===== src/lpd_pkg.sv =====
// Shared types and codes for the length-prefixed deframer.
`default_nettype none
package lpd_pkg;

  localparam logic [1:0] EV_PAYLOAD   = 2'd0;
  localparam logic [1:0] EV_EMPTY     = 2'd1;
  localparam logic [1:0] EV_LEN_ERROR = 2'd2;

  localparam logic [1:0] FMT_UNDETECTED = 2'd0;
  localparam logic [1:0] FMT_LEGACY     = 2'd1;
  localparam logic [1:0] FMT_TYPED      = 2'd2;

  localparam logic [1:0] ROUTE_LEGACY = 2'd0;
  localparam logic [1:0] ROUTE_VIDEO  = 2'd1;
  localparam logic [1:0] ROUTE_AUDIO  = 2'd2;
  localparam logic [1:0] ROUTE_DROP   = 2'd3;

  localparam logic [7:0] TYPE_VIDEO = 8'h01;
  localparam logic [7:0] TYPE_AUDIO = 8'h02;

  // Index of the last of the four length bytes.
  localparam logic [1:0] HDR_LAST = 2'd3;

  localparam logic       CMD_BYTE    = 1'b0;
  localparam logic       CMD_CONNECT = 1'b1;

  typedef struct packed {
    logic       command;
    logic [7:0] data_byte;
  } lpd_item_t;

  typedef struct packed {
    logic [1:0] event_kind;
    logic [1:0] stream_kind;
    logic [7:0] payload_byte;
    logic       frame_first;
    logic       frame_last;
  } lpd_result_t;

endpackage : lpd_pkg
`default_nettype wire


===== src/lpd_front.sv =====
// Front end: header parsing, format detection and routing of each stream item.
`default_nettype none
module lpd_front import lpd_pkg::*; (
  input  wire logic        clk,
  input  wire logic        rst_n,
  input  wire logic        accept,
  input  wire lpd_item_t   item,
  input  wire logic [31:0] max_len,
  output logic             res_valid,
  output lpd_result_t      res
);

  logic        in_body_r, in_body_nxt;
  logic [1:0]  hdr_cnt_r, hdr_cnt_nxt;
  logic [31:0] len_shift_r, len_shift_nxt;
  logic [31:0] remaining_r, remaining_nxt;
  logic [1:0]  fmt_r, fmt_nxt;
  logic [1:0]  route_r, route_nxt;
  logic        at_start_r, at_start_nxt;
  logic        type_seen_r, type_seen_nxt;

  logic [31:0] shifted;
  logic        last;
  logic [1:0]  fmt_now;

  always_comb begin
    in_body_nxt   = in_body_r;
    hdr_cnt_nxt   = hdr_cnt_r;
    len_shift_nxt = len_shift_r;
    remaining_nxt = remaining_r;
    fmt_nxt       = fmt_r;
    route_nxt     = route_r;
    at_start_nxt  = at_start_r;
    type_seen_nxt = type_seen_r;
    res_valid     = 1'b0;
    res           = '0;
    shifted       = {len_shift_r[23:0], item.data_byte};
    last          = (remaining_r == 32'd1);
    fmt_now       = fmt_r;

    if (item.command == CMD_CONNECT) begin
      in_body_nxt   = 1'b0;
      hdr_cnt_nxt   = '0;
      len_shift_nxt = '0;
      remaining_nxt = '0;
      fmt_nxt       = FMT_UNDETECTED;
      route_nxt     = ROUTE_LEGACY;
      at_start_nxt  = 1'b1;
      type_seen_nxt = 1'b0;
    end else if (!in_body_r) begin
      hdr_cnt_nxt   = hdr_cnt_r + 2'd1;
      len_shift_nxt = shifted;
      if (hdr_cnt_r == HDR_LAST) begin
        len_shift_nxt = '0;
        if (shifted > max_len) begin
          res_valid       = 1'b1;
          res.event_kind  = EV_LEN_ERROR;
          res.frame_first = 1'b1;
          res.frame_last  = 1'b1;
        end else if (shifted == 32'd0) begin
          res_valid       = 1'b1;
          res.event_kind  = EV_EMPTY;
          res.frame_first = 1'b1;
          res.frame_last  = 1'b1;
        end else begin
          in_body_nxt   = 1'b1;
          remaining_nxt = shifted;
          at_start_nxt  = 1'b1;
          route_nxt     = ROUTE_LEGACY;
          type_seen_nxt = 1'b0;
        end
      end
    end else begin
      remaining_nxt = remaining_r - 32'd1;
      type_seen_nxt = 1'b0;
      if (last) begin
        in_body_nxt = 1'b0;
      end
      if (at_start_r) begin
        at_start_nxt = 1'b0;
        route_nxt    = ROUTE_LEGACY;
        // At the body start the remaining count still equals the body length.
        if (remaining_r > 32'd1) begin
          if (fmt_r == FMT_UNDETECTED) begin
            fmt_now = (item.data_byte == TYPE_VIDEO || item.data_byte == TYPE_AUDIO) ?
                      FMT_TYPED : FMT_LEGACY;
          end
          fmt_nxt = fmt_now;
          if (fmt_now == FMT_TYPED) begin
            type_seen_nxt = 1'b1;
            if (item.data_byte == TYPE_VIDEO) begin
              route_nxt = ROUTE_VIDEO;
            end else if (item.data_byte == TYPE_AUDIO) begin
              route_nxt = ROUTE_AUDIO;
            end else begin
              route_nxt = ROUTE_DROP;
            end
          end
        end
      end
      // The type byte itself and every byte of a dropped frame give no item.
      if (!type_seen_nxt && route_nxt != ROUTE_DROP) begin
        res_valid        = 1'b1;
        res.event_kind   = EV_PAYLOAD;
        res.stream_kind  = route_nxt;
        res.payload_byte = item.data_byte;
        res.frame_first  = (route_nxt == ROUTE_LEGACY) ? at_start_r : type_seen_r;
        res.frame_last   = last;
      end
    end

    if (!accept) begin
      res_valid = 1'b0;
    end
  end

  always_ff @(posedge clk) begin
    if (!rst_n) begin
      in_body_r   <= 1'b0;
      hdr_cnt_r   <= '0;
      len_shift_r <= '0;
      remaining_r <= '0;
      fmt_r       <= FMT_UNDETECTED;
      route_r     <= ROUTE_LEGACY;
      at_start_r  <= 1'b1;
      type_seen_r <= 1'b0;
    end else if (accept) begin
      in_body_r   <= in_body_nxt;
      hdr_cnt_r   <= hdr_cnt_nxt;
      len_shift_r <= len_shift_nxt;
      remaining_r <= remaining_nxt;
      fmt_r       <= fmt_nxt;
      route_r     <= route_nxt;
      at_start_r  <= at_start_nxt;
      type_seen_r <= type_seen_nxt;
    end
  end

endmodule : lpd_front
`default_nettype wire


===== src/lpd_fifo.sv =====
// Short result queue between the front end and the output stage.
`default_nettype none
module lpd_fifo import lpd_pkg::*; #(
  parameter int DEPTH = 2
) (
  input  wire logic        clk,
  input  wire logic        rst_n,
  input  wire logic        push,
  input  wire lpd_result_t push_data,
  input  wire logic        pop,
  output logic             not_empty,
  output logic             not_full,
  output lpd_result_t      head
);

  localparam int PTR_W = $clog2(DEPTH);
  localparam int CNT_W = $clog2(DEPTH + 1);

  lpd_result_t        mem [DEPTH];
  logic [PTR_W-1:0]   wr_ptr_r, rd_ptr_r;
  logic [CNT_W-1:0]   count_r, count_nxt;
  logic               do_push, do_pop;

  assign not_empty = (count_r != '0);
  assign not_full  = (count_r != CNT_W'(DEPTH));
  assign do_push   = push && not_full;
  assign do_pop    = pop && not_empty;
  assign head      = mem[rd_ptr_r];

  always_comb begin
    count_nxt = count_r;
    if (do_push && !do_pop) begin
      count_nxt = count_r + CNT_W'(1);
    end else if (do_pop && !do_push) begin
      count_nxt = count_r - CNT_W'(1);
    end
  end

  always_ff @(posedge clk) begin
    if (do_push) begin
      mem[wr_ptr_r] <= push_data;
    end
  end

  always_ff @(posedge clk) begin
    if (!rst_n) begin
      wr_ptr_r <= '0;
      rd_ptr_r <= '0;
      count_r  <= '0;
    end else begin
      count_r <= count_nxt;
      if (do_push) begin
        wr_ptr_r <= (wr_ptr_r == PTR_W'(DEPTH - 1)) ? '0 : wr_ptr_r + PTR_W'(1);
      end
      if (do_pop) begin
        rd_ptr_r <= (rd_ptr_r == PTR_W'(DEPTH - 1)) ? '0 : rd_ptr_r + PTR_W'(1);
      end
    end
  end

endmodule : lpd_fifo
`default_nettype wire


===== src/lpd_back.sv =====
// Output stage: registers queued results and presents them on the result channel.
`default_nettype none
module lpd_back import lpd_pkg::*; (
  input  wire logic        clk,
  input  wire logic        rst_n,
  input  wire logic        q_valid,
  input  wire lpd_result_t q_data,
  output logic             q_pop,
  output logic             out_valid,
  input  wire logic        out_ready,
  output lpd_result_t      out_data
);

  logic        valid_r;
  lpd_result_t data_r;

  assign q_pop     = q_valid && (!valid_r || out_ready);
  assign out_valid = valid_r;
  assign out_data  = data_r;

  always_ff @(posedge clk) begin
    if (!rst_n) begin
      valid_r <= 1'b0;
    end else if (q_pop) begin
      valid_r <= 1'b1;
    end else if (out_ready) begin
      valid_r <= 1'b0;
    end
  end

  always_ff @(posedge clk) begin
    if (q_pop) begin
      data_r <= q_data;
    end
  end

endmodule : lpd_back
`default_nettype wire


===== src/length_prefixed_deframer_core.sv =====
// Top level of the length-prefixed deframer: front end, result queue and output stage.
`default_nettype none
// The block splits a byte stream into frames, each a 4-byte big-endian body length
// followed by that many body bytes, and passes each body byte on as one result item
// with first and last marks and a stream kind (legacy video, video or audio). A
// length above cfg max_frame_length gives one length-error item and header parsing
// restarts at the next byte; a zero length gives one empty-frame item. The first
// body of two or more bytes after a new-connection item fixes the format: a first
// byte of 1 or 2 selects the type-byte format, where that byte routes the frame and
// is not passed on (other values drop the frame); otherwise bodies pass as legacy
// video. Throughput is one item per clock while the result queue has room: the
// front end parses each byte with four 32-bit compares and one 32-bit decrement,
// and the result queue of QUEUE_DEPTH entries (at least 2) plus the registered
// output stage keep the input flowing while a result waits to be taken, until
// the queue fills. A result is written into the queue as its item is accepted and
// is then registered into the output stage when that stage is empty or being read.
// The configuration register is written with cfg_wr_en and may change only while
// the block is idle.
module length_prefixed_deframer_core import lpd_pkg::*; #(
  parameter int QUEUE_DEPTH = 2
) (
  input  wire logic        clk,
  input  wire logic        rst_n,
  input  wire logic        cfg_wr_en,
  input  wire logic [31:0] cfg_wr_data,
  input  wire logic        in_valid,
  output logic             in_ready,
  input  wire logic        in_command,
  input  wire logic [7:0]  in_data_byte,
  output logic             out_valid,
  input  wire logic        out_ready,
  output logic [1:0]       out_event_kind,
  output logic [1:0]       out_stream_kind,
  output logic [7:0]       out_payload_byte,
  output logic             out_frame_first,
  output logic             out_frame_last
);

  // Largest accepted body length; the reset value is 8 MiB.
  logic [31:0] max_len_r;

  lpd_item_t   item;
  logic        accept;
  logic        res_valid;
  lpd_result_t res;
  logic        q_not_empty, q_not_full, q_pop;
  lpd_result_t q_head;
  lpd_result_t out_data;

  always_ff @(posedge clk) begin
    if (!rst_n) begin
      max_len_r <= 32'd8388608;
    end else if (cfg_wr_en) begin
      max_len_r <= cfg_wr_data;
    end
  end

  // An item is taken whenever the queue has room, whether or not it yields a result.
  assign in_ready       = q_not_full;
  assign accept         = in_valid && in_ready;
  assign item.command   = in_command;
  assign item.data_byte = in_data_byte;

  lpd_front u_front (
    .clk       (clk),
    .rst_n     (rst_n),
    .accept    (accept),
    .item      (item),
    .max_len   (max_len_r),
    .res_valid (res_valid),
    .res       (res)
  );

  lpd_fifo #(
    .DEPTH (QUEUE_DEPTH)
  ) u_fifo (
    .clk       (clk),
    .rst_n     (rst_n),
    .push      (res_valid),
    .push_data (res),
    .pop       (q_pop),
    .not_empty (q_not_empty),
    .not_full  (q_not_full),
    .head      (q_head)
  );

  lpd_back u_back (
    .clk       (clk),
    .rst_n     (rst_n),
    .q_valid   (q_not_empty),
    .q_data    (q_head),
    .q_pop     (q_pop),
    .out_valid (out_valid),
    .out_ready (out_ready),
    .out_data  (out_data)
  );

  assign out_event_kind   = out_data.event_kind;
  assign out_stream_kind  = out_data.stream_kind;
  assign out_payload_byte = out_data.payload_byte;
  assign out_frame_first  = out_data.frame_first;
  assign out_frame_last   = out_data.frame_last;

endmodule : length_prefixed_deframer_core
`default_nettype wire


===== config.mk =====
export PLATFORM = sky130hd
export DESIGN_NAME = length_prefixed_deframer_core
export DESIGN_NICKNAME = d
export VERILOG_FILES = /design/src/lpd_pkg.sv /design/src/lpd_front.sv /design/src/lpd_fifo.sv /design/src/lpd_back.sv /design/src/length_prefixed_deframer_core.sv
export SDC_FILE = /design/constraint.sdc
export NUM_CORES = 1
export LEC_CHECK = 0
export BUFFER_PORTS_ARGS = -buffer_cell sky130_fd_sc_hd__buf_2
export CORE_MARGIN = 2
export CORE_UTILIZATION = 45
export CTS_CLUSTER_DIAMETER = 50
export CTS_CLUSTER_SIZE = 28
export DETAILED_ROUTE_END_ITERATION = 8
export PLACE_DENSITY = 0.6
export SLEW_MARGIN = 20
export SYNTH_ARGS = -nofsm -noshare
export SYNTH_HDL_FRONTEND = slang
export SYNTH_HIERARCHICAL = 1
export SYNTH_SLANG_ARGS = --single-unit

===== constraint.sdc =====
create_clock -name clk -period 4.4 [get_ports clk]
set_input_delay 0.44 -clock clk [delete_from_list [all_inputs] [get_ports clk]]
set_output_delay 0.44 -clock clk [all_outputs]
set_load 0.05 [all_outputs]

Word-level counts from Yosys, hierarchy flattened
Memory sizes are Yosys's and may differ from the RTL's. A register that Yosys moved wholly into a read port is not among the register bits.
Index checks and enable logic that the tools add are counted.
{"block": "classes", "addsub": 6, "magnitude_cmp": 2, "eq_ne": 10, "muxes": 80, "reduce_logical": 26}
{"operator": "two-way mux 32 bit", "count": 5}
{"operator": "two-way mux 24 bit", "count": 3}
{"operator": "two-way mux 2 bit", "count": 32}
{"operator": "two-way mux 1 bit", "count": 37}
{"operator": "== test 32 x 1 -> 1 bit (second input constant)", "count": 1}
{"operator": "> comparator 32 x 1 -> 1 bit (second input constant)", "count": 1}
{"operator": "> comparator 32 bit", "count": 1}
{"operator": "logical NOT 32 bit", "count": 1}
{"operator": "subtractor 32 x 1 -> 32 bit (second input constant)", "count": 1}
{"operator": "two-way mux 14 bit", "count": 1}
{"operator": "two-way mux 12 bit", "count": 1}
{"operator": "nonzero test 2 bit", "count": 6}
{"operator": "two-way mux 10 bit", "count": 1}
{"operator": "== test 8 x 1 -> 1 bit (second input constant)", "count": 1}
{"operator": "== test 8 x 2 -> 1 bit (second input constant)", "count": 1}
{"operator": "AND reduction 4 bit", "count": 2}
{"operator": "logical AND 1 bit", "count": 7}
{"operator": "inequality test 2 bit (second input constant)", "count": 3}
{"operator": "inequality test 3 x 2 -> 1 bit (second input constant)", "count": 2}
{"operator": "adder 2 x 1 -> 2 bit (second input constant)", "count": 2}
{"operator": "== test 2 bit (second input constant)", "count": 2}
{"operator": "logical NOT 1 bit", "count": 4}
{"operator": "logical NOT 2 bit", "count": 2}
{"operator": "nonzero test 3 bit", "count": 1}
{"operator": "4 further kinds", "count": 6}
{"block": "totals", "register_bits": 102, "ram_bits": 28, "output_inout_bits": 16, "n_memories": 1}
{"memory": "u_fifo.mem", "words": 2, "width": 14, "rd": 1, "rd_ports_with_merged_regs": 1, "write_ports": 1, "line_no": "lpd_fifo.sv:19", "rtl": "lpd_result_t mem [DEPTH];"}

Logic depth before layout (Yosys ltp)
Gate-level depths: netlist of run 1.
{"block": "depth", "ltp_word": 25, "mapped_depth": 14, "ltp_nobuf": 14}

Modules after synthesis
Netlist of run 1, hierarchy kept.
{"mod": "lpd_front", "n_inst": 1, "cells_per_inst": 611, "area_each_um2": 4565.6, "seq_area_each_um2": 1301.2}
{"mod": "length_prefixed_deframer_core", "n_inst": 1, "cells_per_inst": 104, "area_each_um2": 1247.4, "seq_area_each_um2": 640.6}
{"mod": "lpd_fifo", "n_inst": 1, "cells_per_inst": 67, "area_each_um2": 1246.2, "seq_area_each_um2": 940.9}
{"mod": "lpd_back", "n_inst": 1, "cells_per_inst": 18, "area_each_um2": 467.9, "seq_area_each_um2": 440.4}

Worst setup path after synthesis of run 1
Ideal clock, no wire load.
{"block": "synth_path", "kind": "input to register", "start": "input port in_data_byte[1]", "end": "register u_fifo.count_r[1]", "arrival_ps": 3022, "required_time_ps": 4330, "path_slack_ps": 1308, "stages": 12, "cell_sequence": "ha_1 > nor2b_1 > o211ai_1 > a21boi_0 > o41a_1 > o21ai_1 > a211o_1 > a21oi_1 > and2_1 > ha_1 > or3_1 > a21boi_1"}
{"block": "synth_via", "elab_chain_len": 24, "elab_cells_between_ends": 40}
{"element": "start, declared", "line_no": "length_prefixed_deframer_core.sv:29", "rtl": "input wire logic [7:0] in_data_byte,"}
{"element": "== test 8 x 1 -> 1 bit / == test 8 x 2 -> 1 bit (equally long branches)", "line_no": "lpd_front.sv:85, lpd_front.sv:91, lpd_front.sv:93"}
{"element": "logical OR 1 bit", "line_no": "lpd_front.sv:85", "rtl": "fmt_now = (item.data_byte == TYPE_VIDEO || item.data_byte == TYPE_AUDIO) ?"}
{"element": "two-way mux 2 bit", "line_no": "lpd_front.sv:85"}
{"element": "two-way mux 2 bit", "line_no": "lpd_front.sv:84", "rtl": "if (fmt_r == FMT_UNDETECTED) begin"}
{"element": "two-way mux 2 bit", "line_no": "lpd_front.sv:83", "rtl": "if (remaining_r > 32'd1) begin"}
{"element": "two-way mux 2 bit", "line_no": "lpd_front.sv:79", "rtl": "if (at_start_r) begin"}
{"element": "two-way mux 2 bit", "line_no": "lpd_front.sv:50", "rtl": "end else if (!in_body_r) begin"}
{"element": "two-way mux 2 bit", "line_no": "lpd_front.sv:41", "rtl": "if (item.command == CMD_CONNECT) begin"}
{"element": "[10 not listed]"}
{"element": "two-way mux 1 bit (*)", "line_no": "lpd_front.sv:41"}
{"element": "two-way mux 1 bit (*)", "line_no": "lpd_front.sv:112", "rtl": "if (!accept) begin"}
{"element": "via res_valid", "line_no": "length_prefixed_deframer_core.sv:44", "rtl": "logic res_valid;"}
{"element": "logical AND 1 bit (*)", "line_no": "lpd_fifo.sv:26", "rtl": "assign do_push = push && not_full;"}
{"element": "via u_fifo.do_push", "line_no": "lpd_fifo.sv:22", "rtl": "logic do_push, do_pop;"}
{"element": "logical NOT 1 bit", "line_no": "lpd_fifo.sv:34", "rtl": "end else if (do_pop && !do_push) begin"}
{"element": "logical AND 1 bit", "line_no": "lpd_fifo.sv:34"}
{"element": "nonzero test 2 bit (no source line)"}
{"element": "end signal, assigned", "line_no": "lpd_fifo.sv:51", "rtl": "count_r <= count_nxt;"}
{"element": "end, declared", "line_no": "lpd_fifo.sv:21", "rtl": "logic [CNT_W-1:0] count_r, count_nxt;"}
Mark *: on every way through the listed nets, which the timed path passes. The rest lies on a longest branch. The select of a mux whose other input is x is not followed.
A chain may end at the register's enable or synchronous reset.

Worst setup path after layout of run 1
{"block": "layout_path", "start": "register u_front.len_shift_r[22]", "end": "memory u_fifo/mem[1][4] (netlist bit) (enable)"}
{"block": "layout_via", "elab_chain_len": 10, "elab_cells_between_ends": 11}
{"element": "start, declared", "line_no": "lpd_front.sv:15", "rtl": "logic [31:0] len_shift_r, len_shift_nxt;"}
{"element": "start signal, assigned", "line_no": "lpd_front.sv:130", "rtl": "len_shift_r <= len_shift_nxt;"}
{"element": "branches (longest 2 deep; another with > comparator 32 bit)"}
{"element": "two-way mux 1 bit (*)", "line_no": "lpd_front.sv:55", "rtl": "if (shifted > max_len) begin"}
{"element": "two-way mux 1 bit (*)", "line_no": "lpd_front.sv:53", "rtl": "if (hdr_cnt_r == HDR_LAST) begin"}
{"element": "two-way mux 1 bit (*)", "line_no": "lpd_front.sv:50"}
{"element": "two-way mux 1 bit (*)", "line_no": "lpd_front.sv:41"}
{"element": "two-way mux 1 bit (*)", "line_no": "lpd_front.sv:112"}
{"element": "via res_valid", "line_no": "length_prefixed_deframer_core.sv:44"}
{"element": "logical AND 1 bit (*)", "line_no": "lpd_fifo.sv:26"}
{"element": "two-way mux 1 bit (*)", "line_no": "lpd_fifo.sv:40", "rtl": "if (do_push) begin"}
{"element": "two-way mux 1 bit (not written as such) (*)", "line_no": "lpd_fifo.sv:41", "rtl": "mem[wr_ptr_r] <= push_data;"}
{"element": "end, declared", "line_no": "lpd_fifo.sv:19"}
Mark *: on every way through the listed nets, which the timed path passes.

==> results of run 1 <==
## layout by cell type, fill, tap and decap left out, types with 10 or more instances in the layout
cell type,n
a21oi_1,55
and2_1,17
buf_2,61
buf_4,13
clkbuf_16,17
dfxtp_1,103
edfxtp_1,42
ha_1,36
inv_1,44
mux2_2,15
mux2i_1,38
nand2_1,69
nand3_1,36
nand4_1,12
nor2_1,43
nor2b_1,41
nor3_1,16
nor4_1,14
o21ai_0,25
xnor2_1,10
## registers in the layout, indices dropped and copies added (netlist names), named ones only
register             flops
u_front/fmt_r            2
max_len_r               32
u_front/hdr_cnt_r        2
u_front/in_body_r        1
u_back/out_valid         1
u_front/remaining_r     32
u_back/out_data         14
u_front/type_seen_r      1
u_fifo/count_r           2
u_fifo/rd_ptr_r          1
u_front/route_r          2
u_front/at_start_r       1
u_fifo/mem              28
u_fifo/wr_ptr_r          1
u_front/len_shift_r     24
## power groups by stage
stage / sequential [uW] / combinational, uW / clock, uW
after detailed placement: 1450 / 351 / 0
after floorplan: 1440 / 253 / 0
after global routing: 1420 / 394 / 1590
after global placement: 1450 / 343 / 0
after CTS: 1420 / 354 / 1510
final: 1420 / 358 / 1490
## cell usage after synthesis (4+ instances only)
cell	instances	area (um^2)
a211oi_1	9	67.56
mux2_2	15	168.9
edfxtp_1	42	1261
ha_1	36	450.4
nor2b_1	41	256.5
o2111ai_1	4	35.03
a21boi_0	8	60.06
nand2_1	69	259.0
and3_1	4	25.02
o22ai_1	6	37.54
nor2_1	44	165.2
mux2i_1	38	380.4
a21oi_1	55	275.3
a21o_1	6	45.04
xnor2_1	10	87.58
dfxtp_1	103	2062
a31oi_1	9	56.30
and2_1	17	106.4
nand3_1	36	180.2
buf_2	4	20.02
nor4_1	14	87.58
xor2_1	7	61.31
a22oi_1	6	45.04
nor3_1	16	80.08
inv_1	44	165.2
nand2b_1	7	43.79
o21ai_0	25	125.1
clkbuf_1	31	116.4
a22o_1	6	52.55
o21ai_1	7	35.03
nand4_1	12	75.07
## final cells by class
class,instances,area [um^2]
Multi-Input combinational cell,568,3822
Timing Repair Buffer,74,402.9
Clock inverter,13,167.7
Inverter,45,168.9
Tap cell,220,275.3
Fill cell,1561,7873
Clock buffer,19,432.9
Sequential cell,145,3323
## logic make-up (layout without fill, tap and decap cells)
| kind of cell | Yosys count | in the layout |
|---|---|---|
| multiplexers | 53 | 53 |
| AO/OA/AOI/OAI | 175 | 175 |
| adder cells (fa/ha/maj) | 36 | 36 |
| AND/OR/NAND/NOR | 287 | 287 |
| XOR/XNOR | 17 | 17 |
| buffers and inverters | 87 | 151 |
| flip-flops | 145 | 145 |
## routing by layer
metal / track usage (%) / routed length [um] / vias to the layer above / part of all wire (%)
met5: 0 / 0 / - / 0
met3: 4.148 / 948 / 36 / 4.7
li1: - / - / 2988 / -
met2: 38.57 / 9675 / 183 / 48
met4: 8.392 / 464 / 0 / 2.3
met1: 30.35 / 9007 / 2951 / 45
## worst paths after layout
check | from | end | slack, ns | depth (start not counted)
max | u_front/len_shift_r[22] | u_fifo/mem[1][4] | 0.82 | 9
max reg2reg | u_front/len_shift_r[22] | u_fifo/mem[1][4] | 0.82 | 9
min reg2reg | max_len_r[23] | max_len_r[23] | 0.48 | 2
min | cfg_wr_data[23] | max_len_r[23] | 0.24 | 3
## critical path, delay by kind of cell (launching register included)
family | cells | cell delay [ns]
AOI/OAI and AO/OA | 4 | 1.02
buffers and inverters | 1 | 0.21
DFF | 1 | 0.37
adders and majority gates | 1 | 0.34
and+or+nand+nor | 3 | 1.27
## stage by stage
stage	setup slack, ns	cells	util (%)	power, uW
6_report	0.8151	1084	52.19	3270
5_1_grt	0.5456	1084	52.19	3408
4_1_cts	0.8550	1084	52.16	3290
3_5_place_dp	0.7115	1052	48.51	1801
3_3_place_gp	0.8376	1052	48.51	1791
2_1_floorplan	1.308	800	-	1695
==> flow_metrics.py, run 1 <==
metrics = {
    "run_status": {
        "status": "finished clean",
    },
    "yosys": {
        "synth_mux_area_share_pct": 7.297,
        "syn_area_um2": 7527,
        "syn_inst": 800,
        "yosys.area_share.adder_pct": 5.984,
        "syn_area_per_cell_um2": 9.409,
        "synth-compound-area-share_pct": 15.11,
        "synth-main-ff-cell": "dfxtp_1",
        "synth_warnings": 6,
        "synthArstFlopShare_pct": 0,
        "synth-seq-cells": 145,
        "synth-simple-area-share_pct": 20.31,
        "yosysSeqAreaShare_pct": 44.15,
        "synth_cell_types": 74,
        "synth-edff-count": 42,
        "synth_top_family_by_area": "simple AND/OR/NAND/NOR gates",
        "synth.net_count": 882,
        "synthXorXnorAreaFrac_pct": 1.978,
    },
    "cts": {
        "post_cts.repair.setup_buffers": 0,
        "clockRootBuffer": "clkbuf_16",
        "clk_latency_ns": 0.43,
        "clockBufferDepth": 2,
        "clkTransAtPathRegs_ns": 0.06,
        "htreeDepth": 4,
        "cts_tree": "yes",
        "cts_made_buffers": 17,
        "hold_buffers": 0,
        "cts_resized": 0,
        "clkSinkCount": 145,
    },
    "routing": {
        "route.detailed.drc": 0,
        "drt_wl_total_um": 20090,
        "drt-initial-drc-count": 570,
        "drtPass1Iterations": 5,
        "ant_nets": 0,
        "route.vias.total": 6158,
        "wl_per_cell_um": 18.54,
        "detail_route.vias_per_cell": 5.681,
    },
    "critical_path": {
        "worst_setup_path_end_kind": "flip-flop",
        "crit_chain": "ha_1 > nand4_1 > nor4_1 > buf_4 > o41a_1 > o21ai_1 > a211o_1 > a21oi_1 > and3_1",
        "cp_data_arrival_time_ns": 3.64,
        "crit_fanout": 14,
        "path_class": "flip-flop to flip-flop",
        "cpPeakStageDelay_ns": 0.65,
        "start_kind": "flip-flop",
        "crit_required_ns": 4.46,
        "critPathSlowestCell": "and3_1",
    },
    "grt": {
        "grt_pass1_vias": 6005,
        "grt_max_degree": 59,
        "overflow": 0,
        "track_usage_pct": 23.18,
        "antenna_found_initial": 0,
        "grt_pass1_wl_um": 32450,
    },
    "run": {
        "drv_cap": 0,
    },
    "timing": {
        "rsz0062_at_grt": "no",
        "slew-limit-headroom_pct": 25.74,
        "drv_slew": 0,
        "setup_viol": 0,
        "timing.final.crit_period_ns": 3.585,
        "hold_viol_final": 0,
        "max_freq_mhz": 278.9,
        "worst_pin_slew_ns": 1.110,
        "skew_ns": 0.007503,
        "fin_setup_tns_ns": 0,
        "finalCritPeriodShare_pct": 81.47,
        "timing.hold.ws_ns": 0.2355,
    },
    "power": {
        "p_sw_uw": 801.6,
        "ir_worst_vdd_mv": 0.2862,
        "power_leakage_uw": 0.003407,
        "p_sw_share_pct": 24.52,
        "pwr_density_cell_nw_per_um2": 380.5,
        "intPower_uw": 2468,
        "power_frac_clock_pct": 45.6,
        "pwr-share-comb_pct": 10.9,
        "pwr-share-seq_pct": 43.5,
    },
    "floorplan": {
        "die_h_um": 133.3,
        "core_region_area_um2": 16470,
        "die-width_um": 133.3,
        "start_util_pct": 45.71,
        "io_pins": 62,
        "rows": 47,
        "die_area_um2": 17780,
    },
    "place": {
        "placedInstanceArea_um2": 7988,
        "portBuffers": 61,
        "hpwl_um": 14010,
        "place.gp.congestion": 0.8885,
    },
    "worst_hold_path": {
        "hold_path_class": "input pin to flip-flop",
    },
    "final_layout": {
        "diodes": 0,
        "area_growth_pct": 14.16,
        "postLayoutCellArea_um2": 8593,
        "nets": 933,
        "drive_above_1_share_pct": 15.51,
    },
}
No activity file was read; power rests on OpenSTA's default activity.
==> inputs of run 2 (changes only) <==
clock period = 3.3 ns   (was 4.4 ns; I/O delays follow)
==> run 2 against run 1 <==
Compared with the run above:
- setup slack lost 0.68 ns
- critical path depth grew 4
- clock-buffer cell count grew 1
- critical endpoint is now u_fifo/count_r[1]
==> flow_metrics.py, run 2 (synthesized netlist as in run 1, its figures left out) <==
metrics = {
    "cts": {
        "cts_tree": "yes",
        "clkTransAtPathRegs_ns": 0.06,
        "clockBufferDepth": 2,
        "htreeDepth": 4,
        "clk_latency_ns": 0.42,
        "cts_made_buffers": 17,
        "clockRootBuffer": "clkbuf_16",
        "clkSinkCount": 145,
    },
    "critical_path": {
        "r2r_cells": 13,
        "path_class": "flip-flop to flip-flop",
        "crit_fanout": 4,
        "cp_data_arrival_time_ns": 3.52,
        "crit_required_ns": 3.65,
        "reg2reg_slack_ns": 0.13,
        "start_kind": "flip-flop",
        "worst_setup_path_end_kind": "flip-flop",
    },
    "final_layout": {
        "area_growth_pct": 18.37,
        "largestRegisters": "max_len_r x32, u_front/remaining_r x32, u_fifo/mem x28",
        "diodes": 0,
        "n_fill_cell": 1503,
        "seq_area_um2": 3323,
        "layout_commonest_cell": "dfxtp_1",
        "drive_above_1_share_pct": 19.91,
        "final_cell_mix": "103 x dfxtp_1, 69 x nand2_1, 61 x buf_2",
        "nets": 973,
        "final_util_pct": 54.11,
        "postLayoutCellArea_um2": 8910,
        "multi_input_area_um2": 3841,
    },
    "floorplan": {
        "rows": 47,
        "die-width_um": 133.3,
        "die_h_um": 133.3,
        "core_region_area_um2": 16470,
        "die_area_um2": 17780,
        "io_pins": 62,
        "start_util_pct": 45.71,
    },
    "routing": {
        "route.detailed.drc": 0,
        "ant_nets": 0,
        "wl_met2_um": 9600,
        "drt_wl_total_um": 19450,
        "wl_per_cell_um": 17.30,
        "route.vias.total": 6326,
        "dr_wl_met3_um": 1037,
        "drtPass1Iterations": 5,
        "drt-initial-drc-count": 456,
        "wl_met1_um": 8541,
        "detail_route.vias_per_cell": 5.628,
        "top_layer": "met4",
    },
    "grt": {
        "overflow": 0,
        "grt_max_degree": 59,
        "antenna_found_initial": 0,
        "grt_pass1_wl_um": 31660,
        "grt_pass1_vias": 6167,
        "track_usage_pct": 22.44,
    },
    "timing": {
        "worst_slack_ns": 0.1339,
        "timing.hold.ws_ns": 0.1315,
        "max_freq_mhz": 315.9,
        "drv_slew": 0,
        "hold_viol_final": 0,
        "setup_viol": 0,
        "timing.final.crit_period_ns": 3.166,
        "worst_pin_slew_ns": 0.9446,
        "finalCritPeriodShare_pct": 95.94,
        "slew-limit-headroom_pct": 37.03,
        "fin_setup_tns_ns": 0,
        "skew_ns": 0.008913,
    },
    "place": {
        "placedInstanceArea_um2": 8288,
        "place.gp.congestion": 0.8557,
        "portBuffers": 61,
        "hpwl_um": 14130,
        "dp_slack_ns": -0.07783,
    },
    "worst_hold_path": {
        "holdPathStages": 3,
        "hold_path_class": "input pin to flip-flop",
    },
    "power": {
        "power_leakage_uw": 0.003603,
        "pwr_density_cell_nw_per_um2": 479.7,
        "ir_worst_vdd_mv": 0.3869,
    },
    "run": {
        "drv_cap": 0,
    },
    "run_status": {
        "status": "finished clean",
    },
}
-- run 2: changes by cell type in the layout (fill, tap and decap cells not counted), sizes merged --
cell	before	now
inv	45	46
clkbuf	19	20
buf	74	114
bufinv	4	2
-- run 2: repair_timing --
action / 4_1_cts / 5_1_grt
pin swaps: 0 / 5
buffers inserted: 0 / 3
gates resized for setup: 1 / 4
endpoints found under the setup margin: 1 / 2
endpoints found under the hold margin: 0 / 0
hold buffers: 0 / 0
-- run 2: metal layers --
metal  vias to the layer above  GRT usage (%)
li1                       3076              -
met1                      3022          28.89
met2                       203          38.75
met3                        25          3.767
met4                         0          6.738
met5                         -              0
-- run 2: path summary, 6_finish.rpt --
check / from / endpoint
setup / recovery: max_len_r[30] / u_fifo/count_r[1]
hold / removal: cfg_wr_data[23] / max_len_r[23]
setup reg to reg: max_len_r[30] / u_fifo/count_r[1]
hold reg to reg: u_front/remaining_r[24] / u_front/remaining_r[24]
-- run 2: worst max-delay path, cell delays in order (launching register included) --
cell	delay, ns
dfxtp_1	0.33
inv_1	0.05
ha_1	0.31
nand4_1	0.19
nor4_2	0.31
buf_4	0.17
o41a_1	0.21
o21ai_2	0.12
a211o_1	0.35
a21oi_4	0.18
and2_1	0.15
ha_1	0.23
or3_1	0.35
a21boi_1	0.15
-- run 2: stage by stage --
stage / instances / power [uW]
2_1_floorplan: 800 / 2259
3_3_place_gp: 1089 / 2406
3_5_place_dp: 1089 / 2416
4_1_cts: 1121 / 4300
5_1_grt: 1124 / 4442
6_report: 1124 / 4274
-- run 2: power by group --
group	switching, uW	total (uW)	internal, uW
clock	765	1880	1120
sequential	29.3	1890	1860
combinational	298	503	204
-- run 2: layout make-up --
| type | instances | area share, % |
|---|---|---|
| Sequential cell | 145 | 37.30 |
| Tap cell | 220 | 3.089 |
| Clock inverter | 12 | 1.531 |
| Multi-Input combinational cell | 568 | 43.11 |
| Clock buffer | 20 | 4.901 |
| Inverter | 45 | 1.896 |
| Timing Repair Buffer | 114 | 8.173 |
